File: src/rtl/core/cor_pkg.sv
// Camera orbit rotation: shared types, codes and constants.
// No dependencies; used by cor_mul, cor_divsqrt, cor_cordic and the top unit.
package cor_pkg;

  localparam int MW = 36;
  localparam int PW = 72;

  typedef logic signed [MW-1:0] cor_op_t;
  typedef logic signed [PW-1:0] cor_prod_t;

  localparam logic [1:0] ACT_LOAD = 2'd0;
  localparam logic [1:0] ACT_LEFT = 2'd1;
  localparam logic [1:0] ACT_UP   = 2'd2;
  localparam logic [1:0] ACT_NOP  = 2'd3;

  localparam logic signed [MW-1:0] CORDIC_GAIN = 36'sd652032874;
  localparam logic signed [MW-1:0] DEG_TO_RAD  = 36'sd74961321;
  localparam logic signed [MW-1:0] Q30_ONE     = 36'sd1073741824;

  localparam logic signed [27:0] DEG90  = 28'sd5898240;
  localparam logic signed [27:0] DEG180 = 28'sd11796480;
  localparam logic signed [27:0] DEG360 = 28'sd23592960;

  typedef struct packed {
    logic start;
    logic sqrt_mode;
  } cor_ds_req_t;

  function automatic logic [31:0] cor_atan(input logic [4:0] idx);
    logic [31:0] v;
    unique case (idx)
      5'd0:  v = 32'd843314857;
      5'd1:  v = 32'd497837829;
      5'd2:  v = 32'd263043837;
      5'd3:  v = 32'd133525159;
      5'd4:  v = 32'd67021687;
      5'd5:  v = 32'd33543516;
      5'd6:  v = 32'd16775851;
      5'd7:  v = 32'd8388437;
      5'd8:  v = 32'd4194283;
      5'd9:  v = 32'd2097149;
      5'd10: v = 32'd1048576;
      5'd11: v = 32'd524288;
      5'd12: v = 32'd262144;
      5'd13: v = 32'd131072;
      5'd14: v = 32'd65536;
      5'd15: v = 32'd32768;
      5'd16: v = 32'd16384;
      5'd17: v = 32'd8192;
      5'd18: v = 32'd4096;
      5'd19: v = 32'd2048;
      5'd20: v = 32'd1024;
      5'd21: v = 32'd512;
      5'd22: v = 32'd256;
      5'd23: v = 32'd128;
      5'd24: v = 32'd64;
      5'd25: v = 32'd32;
      5'd26: v = 32'd16;
      5'd27: v = 32'd8;
      5'd28: v = 32'd4;
      5'd29: v = 32'd2;
      default: v = 32'd0;
    endcase
    return v;
  endfunction

  function automatic logic [1:0] cor_next1(input logic [1:0] k);
    logic [1:0] v;
    unique case (k)
      2'd0: v = 2'd1;
      2'd1: v = 2'd2;
      default: v = 2'd0;
    endcase
    return v;
  endfunction

  function automatic logic [1:0] cor_next2(input logic [1:0] k);
    logic [1:0] v;
    unique case (k)
      2'd0: v = 2'd2;
      2'd1: v = 2'd0;
      default: v = 2'd1;
    endcase
    return v;
  endfunction

  function automatic logic signed [31:0] cor_sat32(input logic signed [63:0] v);
    logic signed [31:0] r;
    if (v > 64'sd2147483647) begin
      r = 32'sh7FFFFFFF;
    end else if (v < -64'sd2147483648) begin
      r = 32'sh80000000;
    end else begin
      r = v[31:0];
    end
    return r;
  endfunction

endpackage

File: src/rtl/core/cor_mul.sv
// Camera orbit rotation: shared signed multiplier with registered product.
// Depends on cor_pkg.
module cor_mul (
  input  logic             clk,
  input  logic             en,
  input  cor_pkg::cor_op_t a,
  input  cor_pkg::cor_op_t b,
  output cor_pkg::cor_prod_t prod
);

  always_ff @(posedge clk) begin
    if (en) begin
      prod <= a * b;
    end
  end

endmodule

File: config.mk
export PLATFORM = sky130hd
export DESIGN_NAME = cor_mul
export DESIGN_NICKNAME = d
export VERILOG_FILES = /design/src/rtl/core/cor_pkg.sv /design/src/rtl/core/cor_mul.sv
export SDC_FILE = /design/constraint.sdc
export NUM_CORES = 2
export LEC_CHECK = 0
export ABC_AREA = 1
export ABC_CLOCK_PERIOD_IN_PS = 12430
export BUFFER_PORTS_ARGS = -buffer_cell sky130_fd_sc_hd__buf_2
export CORE_AREA = 2 2 395 240
export CTS_BUF_LIST = sky130_fd_sc_hd__clkbuf_16
export CTS_CLUSTER_SIZE = 8
export DETAILED_ROUTE_END_ITERATION = 8
export DIE_AREA = 0 0 397 242
export PLACE_DENSITY = 0.71
export SETUP_SLACK_MARGIN = 0.02
export SLEW_MARGIN = 20
export SYNTH_ARGS = -nofsm -noshare
export SYNTH_HDL_FRONTEND = slang
export SYNTH_SLANG_ARGS = --single-unit
File: constraint.sdc
create_clock -name clk -period 12.43 [get_ports clk]
set_input_delay 1.243 -clock clk [delete_from_list [all_inputs] [get_ports clk]]
set_output_delay 1.243 -clock clk [all_outputs]
set_load 0.05 [all_outputs]
# Word-level counts from Yosys, hierarchy flattened
# Index checks and enable logic that the tools add are counted.
totals:
  input_bits: 74
  out_inout_bits: 72
  regBits: 72
classes:
  multipliers: 1
ops:
  columns: ["cell", "n"]
  rows:
  - ["$mul 36x36->72", 1]

# Logic depth before layout (Yosys ltp)
depth:
  depth_word: 1
  ltp_mapped: 34
  ltp_nobuf: 32

# Least setup slack after synthesis
# Ideal clock, no wire load.
synth_path:
  kind: "input port to flip-flop"
  startpoint: "in a[35]"
  endpoint: "reg prod[68] (data pin)"
  slack_ps: 4057
  path_buffers: 2
  arrival_time_ps: 8120
  cell_stages: 24
  path_cell_list: "clkbuf_1 clkbuf_1 nand2_1 inv_1 fa_1 fa_1 fa_1 fa_1 inv_1 fa_1 fa_1 inv_1 fa_1 fa_1 ha_1 a21oi_1 nor2_1 or2_2 a21oi_1 nand2_1 a21oi_1 nand2_1 nand2_1 nand2_1"
synth_between:
  elab_chain_cells: 1
synth_lines:
  columns: ["item", "line", "text"]
  rows:
  - ["start: declaration", "cor_mul.sv:6", "input cor_pkg::cor_op_t a,"]
  - ["$mul 36x36->72", "cor_mul.sv:13", "prod <= a * b;"]
  - ["end signal: assignment", "cor_mul.sv:13", null]
  - ["end: declaration", "cor_mul.sv:8", "output cor_pkg::cor_prod_t prod"]
# No other way between the ends.
# A chain may end at the register's enable or synchronous reset.

# Worst setup path in the final report
layout_path:
  startpoint: "in b[0]"
  endpoint: "reg prod[64] (data pin)"
layout_between:
  elab_chain_cells: 1
layout_lines:
  columns: ["item", "line", "text"]
  rows:
  - ["start: declaration", "cor_mul.sv:7", "input cor_pkg::cor_op_t b,"]
  - ["$mul 36x36->72", "cor_mul.sv:13", null]
# No other way between the ends.

==> summary by stage <==
Placed design
The number of buffer cells added on primary ports is 145. The estimated wirelength of the detail-placed design is 128.7 mm. The routability congestion estimate is 1.041.

Layout
The area overhead of the layout relative to synthesis is 3.949%. Across the whole layout, storage elements account for 2162 sq um. The fraction of final layout cells with drive strength greater than 1 is 4.860%. The top cell types in the final layout, fill and taps aside, are 2050 x sky130_fd_sc_hd__inv_1, 1657 x sky130_fd_sc_hd__nand2_1, 1379 x sky130_fd_sc_hd__fa_1. The largest registers in the layout are prod: 72 flops.

The flip-flop count of the largest register after layout is 72. The count of fill cells added during filler insertion is 8541. The most common cell after layout, fill and taps aside is sky130_fd_sc_hd__inv_1.

The final layout contains 7840 nets. The multi-input combinational cells in the finished layout cover a total of 39560 sq um. The register containing the most flip-flops in the final layout is prod.

Timing
Headroom to the max-slew limit came out at 16.17%. The hold violation total from the final report came to 0. The clock period minus worst slack is 9777 ps. Setup repair after global routing left no endpoint under its margin. The number of setup violations in the final report is 0. The sum of negative setup slack is 0 ps.

The final critical path takes up 78.66% of the cycle. For this run, the top clock speed supported by timing is 0.1023 GHz. The number of max-slew violations in the final report is 0.

At the pin with the least slew margin, the transition time is 1257 ps.

Synthesis
The synthesized design contains 72 enable-type register cells. After synthesis the netlist holds a flip-flop and latch count of 72. The number of distinct library cells after synthesis is 38. Among all flip-flop cells after synthesis, the most frequent one is sky130_fd_sc_hd__edfxtp_1.

For this run, the number of Yosys warnings is 0. The number of nets in the synthesized netlist is 7908. The synthesized netlist occupies a cell area of 50540 sq um. The average instance in the mapped netlist occupies 8.104 sq um. The share of synthesized registers carrying an async set or reset is 0%. Counting every instance in the synthesized netlist gives 6236. Sequential elements use 4.278% of the synthesized area.

Floorplanning
The die width is 397 um. The die covers 96070 sq um. For this configuration, the core starts out at a cell density of 54.43%. Pin placement for this block handled 146 I/O pins.

The floorplan step set the die height to 242 um. In this run the core area contains 87 standard-cell rows. The core region area is 92850 sq um.

Critical path
Traced cell by cell, the critical path runs through buf_2, nand2_1, inv_1, fa_1, fa_1, fa_1, fa_1, fa_1, fa_1, fa_1, inv_1, fa_1, inv_1, ha_1, nand2_1, nor2_1, inv_1, nor2_1, inv_1, nor3_1, nand3_1, nand3_1, nand2_1. The number of buffers and inverters on the critical path is 6. For the worst setup path, the data arrival time is 9870 ps. In this run the worst setup path begins at b[0]. For this run, the slowest stage of the critical path takes 1270 ps. The critical path endpoint category is a flip-flop.

The critical path in this run is classified as input pin to flip-flop. The maximum fanout encountered on the critical timing path is 36. The critical path runs through a total of 23 cells. The critical path startpoint category is an input pin. The critical path's top delay family is adder cells. In this run the worst setup path terminates at prod[64].

At the worst endpoint, the required time is 12520 ps. In this design, the critical path's most frequently occurring cell is sky130_fd_sc_hd__fa_1. The critical-path cell with the highest stage delay is sky130_fd_sc_hd__fa_1.

Route
The length of the first detailed-routing pass in iterations is 8. The sum of met2 wire segment lengths after detailed routing is 62.96 mm. Routed signal wires occupy layers up through met5. In the final routed layout, each cell accounts on average for 21.60 um.

In the routed design, unresolved DRC markers number 0. The routed wire length on met3 is 25.56 mm. The detail route stage leaves a number of antenna-violating nets equal to 0. The detailed router put a total of 68.37 mm of wire on met1. In this run, the number of DRC markers left after iteration 0 of detailed routing was 4416.

The total routed wirelength is 160.3 mm. The average via count per standard cell is 5.263. The total number of vias is 39060.

GRT
The number of global-route vias before repair came to 41556. The number of antenna violations at the first check in global routing is 4. Across every metal layer, demand over resource in global routing totals 34.91%.

The first global-routing pass estimated 250.9 mm of wire. Summed over all layers, the global routing overflow is 0. Entering global routing, the biggest net connects 73 pins.

CTS
The H-tree was split into 3 levels. The buffer levels on the longest clock path is 2. The number of setup buffers added after CTS is 0. The number of hold buffers added after CTS was 0.

CTS saw 72 sinks. In this run, post-CTS repair resized a total of 0 instances. The clock-pin slew on the worst setup and hold paths is 70 ps. The CTS buffer count is 9. TritonCTS built the clock tree. The clock root buffer is sky130_fd_sc_hd__clkbuf_16.

Min path
The worst hold path depth is 1. The type of the tightest min-delay check is input pin to flip-flop.

Job
Across the run, the number of max-cap violations was 0.

Run status
The run finished with clean final reports.
[through the flow]
step | hold slack (ps) | util, % | instances | area, sq um | setup WS [ps]
6_report | 1565 | 56.58 | 7422 | 52530 | 2653
5_1_grt | 1622 | 56.57 | 7420 | 52530 | 2384
4_1_cts | 1584 | 56.57 | 7419 | 52530 | 2912
3_5_place_dp | 1781 | 56.24 | 7403 | 52220 | 2554
3_3_place_gp | 1783 | 56.24 | 7403 | 52220 | 2661
2_1_floorplan | 1356 | - | 6236 | 50540 | 4057
[synthesized netlist by cell type, drive strengths merged, types with 18 or more instances]
master  number  share of area [%]
inv       2059                 15
nand2     1676                 13
fa        1379                 55
clkbuf     286                2.1
ha         219                5.4
nor2       208                1.7
a21oi       89               0.91
nand3       77               0.79
edfxtp      72                4.3
o21ai       47               0.50
xor2        40               0.69
o21bai      18               0.27
[worst min path at each step]
stage | from | end | slack, ps
floorplan | en | prod[0] | 1360
global placement | prod[14] | prod[14] | 1780
detailed placement | prod[24] | prod[24] | 1780
CTS | en | prod[27] | 1580
global route | en | prod[27] | 1620
finish | en | prod[18] | 1570
[kinds of logic (layout without fill, tap and decap cells)]
logic type	after synthesis	count (layout)	synth area share [%]
buffers and inverters	2348	2285	17.44
AOI/OAI and AO/OA	162	162	1.800
adders and majority gates	1598	1598	60.05
xor gates and xnor gates	47	47	0.8145
DFF	72	72	4.278
and+or+nand+nor	2009	2009	15.62
other	0	3	0
[layout make-up]
| class | instances | area share, % |
|---|---|---|
| Multi-Input combinational cell | 3816 | 75.31 |
| Inverter | 2061 | 14.73 |
| Sequential cell | 72 | 4.116 |
| Tap cell | 1246 | 2.968 |
| Timing Repair Buffer | 208 | 2.286 |
| Clock buffer | 9 | 0.4287 |
| Clock inverter | 7 | 0.1524 |
| Antenna cell | 3 | 0.01429 |
[per-layer routing]
metal	vias to the layer above	GRT usage, %
met2	2546	47.44
met4	4	7.079
li1	16844	-
met5	-	0
met1	19478	52.92
met3	188	13.36
Power is left out: the tool's default activity adds up to more than one toggle a clock period on the data nets, which glitch-free logic cannot reach.
