## config.mk

```make
export PLATFORM = sky130hd
export DESIGN_NAME = cor_divsqrt
export DESIGN_NICKNAME = d
export VERILOG_FILES = /design/src/rtl/core/cor_pkg.sv /design/src/rtl/core/cor_divsqrt.sv
export SDC_FILE = /design/constraint.sdc
export NUM_CORES = 1
export LEC_CHECK = 0
export BUFFER_PORTS_ARGS = -buffer_cell sky130_fd_sc_hd__buf_4
export CAP_MARGIN = 20
export CORE_MARGIN = 3
export CORE_UTILIZATION = 37
export CTS_CLUSTER_SIZE = 14
export DETAILED_ROUTE_END_ITERATION = 8
export GPL_ROUTABILITY_DRIVEN = 0
export GPL_TIMING_DRIVEN = 0
export PLACE_DENSITY = 0.59
export REMOVE_ABC_BUFFERS = 1
export SLEW_MARGIN = 20
export SYNTH_ARGS = -nofsm -noshare
export SYNTH_HDL_FRONTEND = slang
export SYNTH_SLANG_ARGS = --single-unit
```

## constraint.sdc

```tcl
create_clock -name clk -period 22.5 [get_ports clk]
set_input_delay 2.25 -clock clk [delete_from_list [all_inputs] [get_ports clk]]
set_output_delay 2.25 -clock clk [all_outputs]
set_load 0.1 [all_outputs]
```

## src/rtl/core/cor_pkg.sv

```systemverilog
// Camera orbit rotation: shared types, codes and constants.
// No dependencies; used by cor_mul, cor_divsqrt, cor_cordic and the top unit.
package cor_pkg;

  localparam int MW = 36;
  localparam int PW = 72;

  typedef logic signed [MW-1:0] cor_op_t;
  typedef logic signed [PW-1:0] cor_prod_t;

  localparam logic [1:0] ACT_LOAD = 2'd0;
  localparam logic [1:0] ACT_LEFT = 2'd1;
  localparam logic [1:0] ACT_UP   = 2'd2;
  localparam logic [1:0] ACT_NOP  = 2'd3;

  localparam logic signed [MW-1:0] CORDIC_GAIN = 36'sd652032874;
  localparam logic signed [MW-1:0] DEG_TO_RAD  = 36'sd74961321;
  localparam logic signed [MW-1:0] Q30_ONE     = 36'sd1073741824;

  localparam logic signed [27:0] DEG90  = 28'sd5898240;
  localparam logic signed [27:0] DEG180 = 28'sd11796480;
  localparam logic signed [27:0] DEG360 = 28'sd23592960;

  typedef struct packed {
    logic start;
    logic sqrt_mode;
  } cor_ds_req_t;

  function automatic logic [31:0] cor_atan(input logic [4:0] idx);
    logic [31:0] v;
    unique case (idx)
      5'd0:  v = 32'd843314857;
      5'd1:  v = 32'd497837829;
      5'd2:  v = 32'd263043837;
      5'd3:  v = 32'd133525159;
      5'd4:  v = 32'd67021687;
      5'd5:  v = 32'd33543516;
      5'd6:  v = 32'd16775851;
      5'd7:  v = 32'd8388437;
      5'd8:  v = 32'd4194283;
      5'd9:  v = 32'd2097149;
      5'd10: v = 32'd1048576;
      5'd11: v = 32'd524288;
      5'd12: v = 32'd262144;
      5'd13: v = 32'd131072;
      5'd14: v = 32'd65536;
      5'd15: v = 32'd32768;
      5'd16: v = 32'd16384;
      5'd17: v = 32'd8192;
      5'd18: v = 32'd4096;
      5'd19: v = 32'd2048;
      5'd20: v = 32'd1024;
      5'd21: v = 32'd512;
      5'd22: v = 32'd256;
      5'd23: v = 32'd128;
      5'd24: v = 32'd64;
      5'd25: v = 32'd32;
      5'd26: v = 32'd16;
      5'd27: v = 32'd8;
      5'd28: v = 32'd4;
      5'd29: v = 32'd2;
      default: v = 32'd0;
    endcase
    return v;
  endfunction

  function automatic logic [1:0] cor_next1(input logic [1:0] k);
    logic [1:0] v;
    unique case (k)
      2'd0: v = 2'd1;
      2'd1: v = 2'd2;
      default: v = 2'd0;
    endcase
    return v;
  endfunction

  function automatic logic [1:0] cor_next2(input logic [1:0] k);
    logic [1:0] v;
    unique case (k)
      2'd0: v = 2'd2;
      2'd1: v = 2'd0;
      default: v = 2'd1;
    endcase
    return v;
  endfunction

  function automatic logic signed [31:0] cor_sat32(input logic signed [63:0] v);
    logic signed [31:0] r;
    if (v > 64'sd2147483647) begin
      r = 32'sh7FFFFFFF;
    end else if (v < -64'sd2147483648) begin
      r = 32'sh80000000;
    end else begin
      r = v[31:0];
    end
    return r;
  endfunction

endpackage

```

## src/rtl/core/cor_divsqrt.sv

```systemverilog
// Camera orbit rotation: shared bit-serial square root and divider.
// Sqrt of a 64-bit value in 32 steps, (num << 30) / den in 31 steps. Depends on cor_pkg.
module cor_divsqrt (
  input  logic                 clk,
  input  logic                 rst,
  input  cor_pkg::cor_ds_req_t req,
  input  logic [63:0]          sq_in,
  input  logic [30:0]          num,
  input  logic [31:0]          den_in,
  output logic                 done,
  output logic [31:0]          result
);

  localparam logic [4:0] SQRT_LAST = 5'd31;
  localparam logic [4:0] DIV_LAST  = 5'd30;

  logic        busy;
  logic        mode;
  logic [4:0]  cnt;
  logic [63:0] sv;
  logic [63:0] res;
  logic [33:0] rem;
  logic [30:0] nb;
  logic [30:0] q;
  logic [31:0] den;
  logic [63:0] sbit;
  logic [63:0] strial;
  logic [33:0] dt;
  logic        dge;
  logic [4:0]  last;

  assign sbit   = 64'd1 << (6'd62 - {cnt, 1'b0});
  assign strial = res + sbit;
  assign dt     = {rem[32:0], nb[30]};
  assign dge    = dt >= {2'b00, den};
  assign last   = mode ? SQRT_LAST : DIV_LAST;
  assign result = mode ? res[31:0] : {1'b0, q};

  always_ff @(posedge clk) begin
    if (rst) begin
      busy <= 1'b0;
      done <= 1'b0;
    end else begin
      done <= 1'b0;
      if (req.start) begin
        busy <= 1'b1;
        mode <= req.sqrt_mode;
        cnt  <= '0;
        sv   <= sq_in;
        res  <= '0;
        rem  <= {4'b0000, num[30:1]};
        nb   <= {num[0], 30'd0};
        q    <= '0;
        den  <= den_in;
      end else if (busy) begin
        if (mode) begin
          if (sv >= strial) begin
            sv  <= sv - strial;
            res <= (res >> 1) + sbit;
          end else begin
            res <= res >> 1;
          end
        end else begin
          rem <= dge ? dt - {2'b00, den} : dt;
          q   <= {q[29:0], dge};
          nb  <= nb << 1;
        end
        if (cnt == last) begin
          busy <= 1'b0;
          done <= 1'b1;
        end
        cnt <= cnt + 5'd1;
      end
    end
  end

endmodule

```

## Word-level counts from Yosys, hierarchy flattened

Index checks and enable logic that the tools add are counted.

| storage, ports and cells | value |
|---|---|
| output and inout bits | 33 |
| word-level logic and storage cells | 57 |
| memories | 0 |
| input bits | 131 |
| memory bits (writable) | 0 |
| bits in read-only memories | 0 |
| latch bits | 0 |
| flip-flop bits (word level) | 263 |

| cells by class | value |
|---|---|
| order comparisons | 2 |
| add/subtract/negate cells | 6 |
| div/mod/pow operators | 0 |
| mux-type cells | 23 |
| shifts and indexed selects | 1 |
| reductions and logical operators | 9 |
| multipliers | 0 |
| eq/ne operators | 2 |
| bitwise operators | 2 |

Operators by type and width:

| cell | count |
|---|---|
| 64-bit 2-to-1 mux | 7 |
| 31-bit 2-to-1 mux | 5 |
| 33-bit 2-to-1 mux | 3 |
| 63-bit by 64-bit adder with 64-bit output | 1 |
| 64-bit adder | 1 |
| 64-bit greater-or-equal comparator | 1 |
| 1-bit by 6-bit << shifter with 64-bit output, first input constant | 1 |
| 64-bit subtractor | 1 |
| 34-bit by 32-bit greater-or-equal comparator with 1-bit output | 1 |
| 33-bit by 32-bit subtractor with 33-bit output | 1 |
| 32-bit 2-to-1 mux | 1 |
| 30-bit 2-to-1 mux | 1 |
| 3-bit AND reduction | 2 |
| 2-bit nonzero test | 3 |
| 6-bit subtractor, first input constant | 1 |
| 5-bit by 1-bit adder with 5-bit output, second input constant | 1 |
| 5-bit equality test | 1 |
| 1-bit 2-to-1 mux | 5 |
| 5-bit 2-to-1 mux | 1 |
| 2-bit AND reduction | 2 |
| 4-bit AND reduction | 1 |
| 3-bit OR reduction | 1 |
| 2-bit != test, second input constant | 1 |
| 1-bit NOT | 2 |

## Depth between registers and ports, before layout

| logic depth | value |
|---|---|
| word-level depth | 8 |
| gate-level depth with buffers | 29 |
| mapped depth without buffers | 26 |

## Least setup slack after synthesis

No wires, ideal clock.

| path | value |
|---|---|
| path kind | input -> register |
| from | input port req[1] (netlist bit) |
| to | register sv[0], enable pin |
| buffers on the path | 2 |
| library setup time | 0.503 ns |
| cell stages on the path | 5 |
| data required time | 21.997 ns |
| arrival time | 8.830 ns |
| setup slack | 13.167 ns |
| path through | clkbuf_1 -> buf_1 -> a21oi_1 -> nor2_1 -> a21boi_1 |

| between the ends | value |
|---|---|
| cells in the longest elaborated chain, start to end | 2 |
| elaborated cells on any way between the ends | 4 |
| classes of those cells | reduce/logical (4) |

Ends and longest elaborated chain:

| element | line | RTL |
|---|---|---|
| from (decl) | cor_divsqrt.sv:6 | `input cor_pkg::cor_ds_req_t req,` |
| 2-bit nonzero test (no source line) | - |  |
| 4-bit AND reduction (no source line) * | - |  |
| to (signal assigned) | cor_divsqrt.sv:49 | `sv <= sq_in;` |
| to (signal assigned) | cor_divsqrt.sv:58 | `sv <= sv - strial;` |
| to (decl) | cor_divsqrt.sv:20 | `logic [63:0] sv;` |

Mark *: on every way between the ends. The rest lies on a longest branch, timed or not.
A chain may end at the register's enable or synchronous reset.

## Worst setup path after layout

| path | value |
|---|---|
| from | register cnt[0] |
| to | register sv[14], enable pin |

| between the ends | value |
|---|---|
| cells in the longest elaborated chain, start to end | 6 |

Ends and longest elaborated chain:

| element | line | RTL |
|---|---|---|
| from (decl) | cor_divsqrt.sv:19 | `logic [4:0] cnt;` |
| from (signal assigned) | cor_divsqrt.sv:72 | `cnt <= cnt + 5'd1;` |
| 6-bit subtractor | cor_divsqrt.sv:32 | `assign sbit = 64'd1 << (6'd62 - {cnt, 1'b0});` |
| 1-bit by 6-bit << shifter with 64-bit output | cor_divsqrt.sv:32 |  |
| 64-bit adder | cor_divsqrt.sv:33 | `assign strial = res + sbit;` |
| 64-bit greater-or-equal comparator | cor_divsqrt.sv:57 | `if (sv >= strial) begin` |
| 2-bit nonzero test (no source line) | - |  |
| 4-bit AND reduction (no source line) | - |  |

No other way between the ends.

==> flow_summary.rst <==
.. list-table::
   :header-rows: 1

   * - Metric
     - Value
   * - Kind of critical path
     - reg -> reg
   * - Element type at the critical path start
     - register
   * - Detailed placer's ending HPWL
     - approximately 45 mm
   * - Post-cts gate resize count
     - 0
   * - Fraction of final layout cells with drive strength greater than 1
     - between 10 and 15%
   * - Core region area
     - 54000 µm²
   * - Initial antenna violation count
     - 0
   * - Fraction of registers with async set or reset after synthesis
     - 0%
   * - Die outline area
     - 57700 µm²
   * - Number of DRC violations after detailed routing
     - 0
   * - Worst slack at placement
     - between 10000 and 15000 ps
   * - Deepest clock path buffer count
     - 3
   * - Pin count of the biggest net entering global routing
     - 116
   * - Global route total overflow
     - 0
   * - Path type of the worst min-delay path
     - reg -> reg
   * - CTS root buf
     - clkbuf_16
   * - Crit. End Element
     - register
   * - Reported max-cap violation count
     - 0
   * - Arrival time worst endpoint
     - 8620 ps
   * - Final layout net count
     - 2684
   * - Total track usage
     - 19.3%
   * - Seq/Total Area, Yosys
     - 34.4%
   * - Routed WL
     - about 58 mm
   * - Portion of the clock cycle consumed by the worst path in the final layout
     - 36.8%
   * - Leading cell types in the layout, fill and taps excluded
     - edfxtp_1, nand2_1, nor2_1
   * - Setup violation total in the final timing report
     - 0
   * - Vias in the first global route
     - between 15000 and 20000
   * - Post-synthesis cell type count
     - a little over 90
   * - Wire length of the first global-routing pass
     - about 90 mm
   * - TritonCTS sink count
     - 233
   * - Register clock-pin slew on the reported worst setup and hold paths
     - about 60 ps
   * - Post-Syn Area
     - 20300 µm²
   * - Number of cells produced by synthesis
     - 2269
   * - Horizontal extent of the die
     - about 240 µm
   * - Die Y-Extent
     - about 240 µm
   * - Setup repair after global routing missed its margin
     - no
   * - Min-Delay Path Depth
     - 1
   * - Tmin final
     - 8280 ps
   * - Hold path endpoint
     - done
   * - Flip-flop and latch count after synthesis
     - 233
   * - Required time of the worst setup path
     - 22840 ps
   * - Average detailed-routed wire length per instance
     - 18.6 µm
   * - Avg Vias per Cell
     - 5.66
   * - Slew of the pin with the lowest slew margin
     - 922 ps
   * - Placement Rows
     - 85
   * - Relative slew slack
     - 37.9%
   * - Power share of the clock group
     - 31.5%
   * - Dominant register cell in the synthesized netlist
     - edfxtp_1
   * - Finished Core Util
     - 43.6%
   * - Share of total power consumed by net switching
     - 34.5%
   * - Outcome
     - finished, final reports clean
   * - Initial core utilization
     - 37.6%
   * - Synthesized area per cell
     - about 9 µm²
   * - Net Sw Power
     - 0.550 mW
   * - Beginning of the worst hold path
     - busy
   * - TritonRoute pass-1 iters
     - 5
   * - Number of buffers inserted during clock tree synthesis
     - 30
   * - Logic depth of the worst register-to-register path
     - 25
   * - Antenna-violating nets left
     - 0
   * - Detailed Route Iter0 Violations
     - 1508
   * - PwrDens
     - between 60 and 70 nW/µm²
   * - Cell leakage power
     - between 9 and 10 nW
   * - Reg-to-Reg Start
     - cnt[0]
   * - Final worst slack
     - roughly 14000 ps
   * - Total number of yosys warnings
     - 0
   * - Most frequent standard cell in the layout excluding fill and tap cells
     - edfxtp_1
   * - Clock tree from TritonCTS
     - built
   * - Reg-to-reg slack, setup
     - 14220 ps
   * - Worst reg2reg path endpoint
     - sv[14]
   * - CP max FO
     - 21
   * - Buffer count from post-CTS setup fixing
     - 0
   * - Layout Area Growth over Synthesis
     - 16.1%
   * - Number of top-level pins
     - about 160
   * - Reg power frac
     - 35.0%
   * - Combinational share of power
     - 33.5%
   * - Count of H-tree levels built during CTS
     - 1
   * - Hold-fix buffers at CTS
     - 0
   * - Vias
     - approximately 18000
   * - Number of inserted diodes
     - 0
   * - Skew-Pair Late Insertion Delay
     - 590 ps
   * - Peak supply drop
     - between 0.06 and 0.07 mV
   * - Internal portion of total power
     - between 1 and 1.5 mW
   * - Number of pins with negative max-slew slack in the final report
     - 0
   * - Number of enable-type register cells in the synthesized netlist
     - 231
   * - Worst clock skew on the final layout
     - between 15 and 20 ps
   * - Highest attainable clock frequency
     - around 120 MHz
   * - Final Hold Viols
     - 0
   * - Final TNS setup
     - 0 ps
   * - Port buffer count
     - between 150 and 200
   * - Fill cell count
     - approximately 5300
==> stage by stage <==
step / cell area [µm²] / hold slack (ps) / power [mW] / instances
finish: 23600 / 529 / 1.59 / 3106
global route: 23600 / 549 / 1.68 / 3106
CTS: 23600 / 531 / 1.60 / 3106
detailed placement: 22600 / 514 / 1.10 / 3051
global placement: 22000 / 509 / 1.07 / 3028
floorplan: 19900 / 488 / 0.934 / 2169
==> kinds of logic after synthesis <==
kind of cell	count (synthesis)	share of synthesized area [%]
adders and majority gates	167	10.4
and+or+nand+nor	755	17.8
buffers and inverters	182	3.72
xor gates and xnor gates	205	8.84
AOI/OAI and AO/OA	663	21.6
muxes	64	3.40
DFF	233	34.4
==> cells in the mapped netlist, drive strengths merged, types with 5 or more instances <==
cell type | n | area share [%]
o21bai | 29 | 1.1
nand3 | 47 | 1.2
nand2b | 22 | 0.68
nor3 | 47 | 1.2
nor3b | 11 | 0.41
nand4 | 43 | 1.3
xnor2 | 121 | 5.2
nor2 | 212 | 3.9
and3 | 26 | 0.80
a31o | 14 | 0.60
a2bb2oi | 5 | 0.22
or2 | 10 | 0.31
edfxtp | 231 | 34
ha | 164 | 10
buf | 37 | 1.0
and2 | 25 | 0.77
a221o | 9 | 0.44
o21ai | 164 | 4.1
mux2 | 40 | 2.2
a41oi | 6 | 0.26
a221oi | 8 | 0.41
and4 | 5 | 0.23
o211ai | 5 | 0.18
inv | 82 | 1.5
nand2 | 222 | 4.1
xor2 | 84 | 3.6
a21o | 75 | 2.8
a211oi | 31 | 1.6
nor2b | 59 | 1.8
clkbuf | 63 | 1.2
o21a | 15 | 0.55
a31oi | 67 | 2.2
a21oi | 165 | 4.1
o31ai | 19 | 0.84
a21boi | 16 | 0.63
mux2i | 24 | 1.2
nor4 | 8 | 0.25
or3 | 11 | 0.34
==> cell type report <==
type                    count  area, µm²  share of cell area [%]
clock buffers              36        773                    3.28
repair buffers            186       1770                    7.49
inverters                  82        310                    1.32
clock inverters            19        241                    1.02
well taps                 696        871                    3.69
flip-flops and latches    233       6980                    29.6
multi-input cells        1854      12600                    53.6
==> state kept, by name, summed over array words and instances (netlist names) <==
register,cells
cnt,5
busy,1
done,1
q,31
res,64
den,32
mode,1
rem,33
nb,1
sv,64
==> power groups by stage <==
| stage | logic (mW) | registers (mW) | clock network, mW |
|---|---|---|---|
| after floorplan | 0.378 | 0.556 | 0 |
| after global placement | 0.500 | 0.571 | 0 |
| after detailed placement | 0.531 | 0.565 | 0 |
| after CTS | 0.533 | 0.557 | 0.515 |
| after global routing | 0.586 | 0.561 | 0.530 |
| final | 0.534 | 0.557 | 0.501 |
==> metal layers <==
| layer | up-vias | GRT usage [%] | part of all wire (%) |
|---|---|---|---|
| met5 | - | 0 | 0 |
| met4 | 0 | 5.41 | 2.8 |
| met3 | 94 | 2.68 | 5.7 |
| met2 | 546 | 31.7 | 46 |
| met1 | 8322 | 26.7 | 46 |
| li1 | 8610 | - | - |
==> worst max-delay path, stage by stage, from the launching register on <==
cell and delay, ps:
edfxtp_1 480, ha_1 290, ha_1 180, inv_1 200, nor2_1 140, ha_1 230
ha_1 220, maj3_1 350, a31oi_1 330, o21ai_1 370, a221oi_2 470, a21oi_2 160
a32o_1 320, nand3_1 160, a21boi_1 100, xnor2_1 260, ha_1 350, and2_1 220
a21o_1 200, a31oi_1 500, nand2b_1 190, a41oi_4 700, or2_1 790, a21boi_4 340
buf_16 260, buf_16 180
==> how the worst max path moves through the flow <==
stage / start / endpoint / slack (ps)
after global placement: req[1] / sv[14] / 7640
after global routing: cnt[0] / sv[19] / 13630
after floorplan: cnt[0] / sv[0] / 13490
after CTS: cnt[0] / sv[14] / 14200
after detailed placement: cnt[0] / sv[14] / 14220
final: cnt[0] / sv[14] / 14220
(Power assumes the default switching activity.)
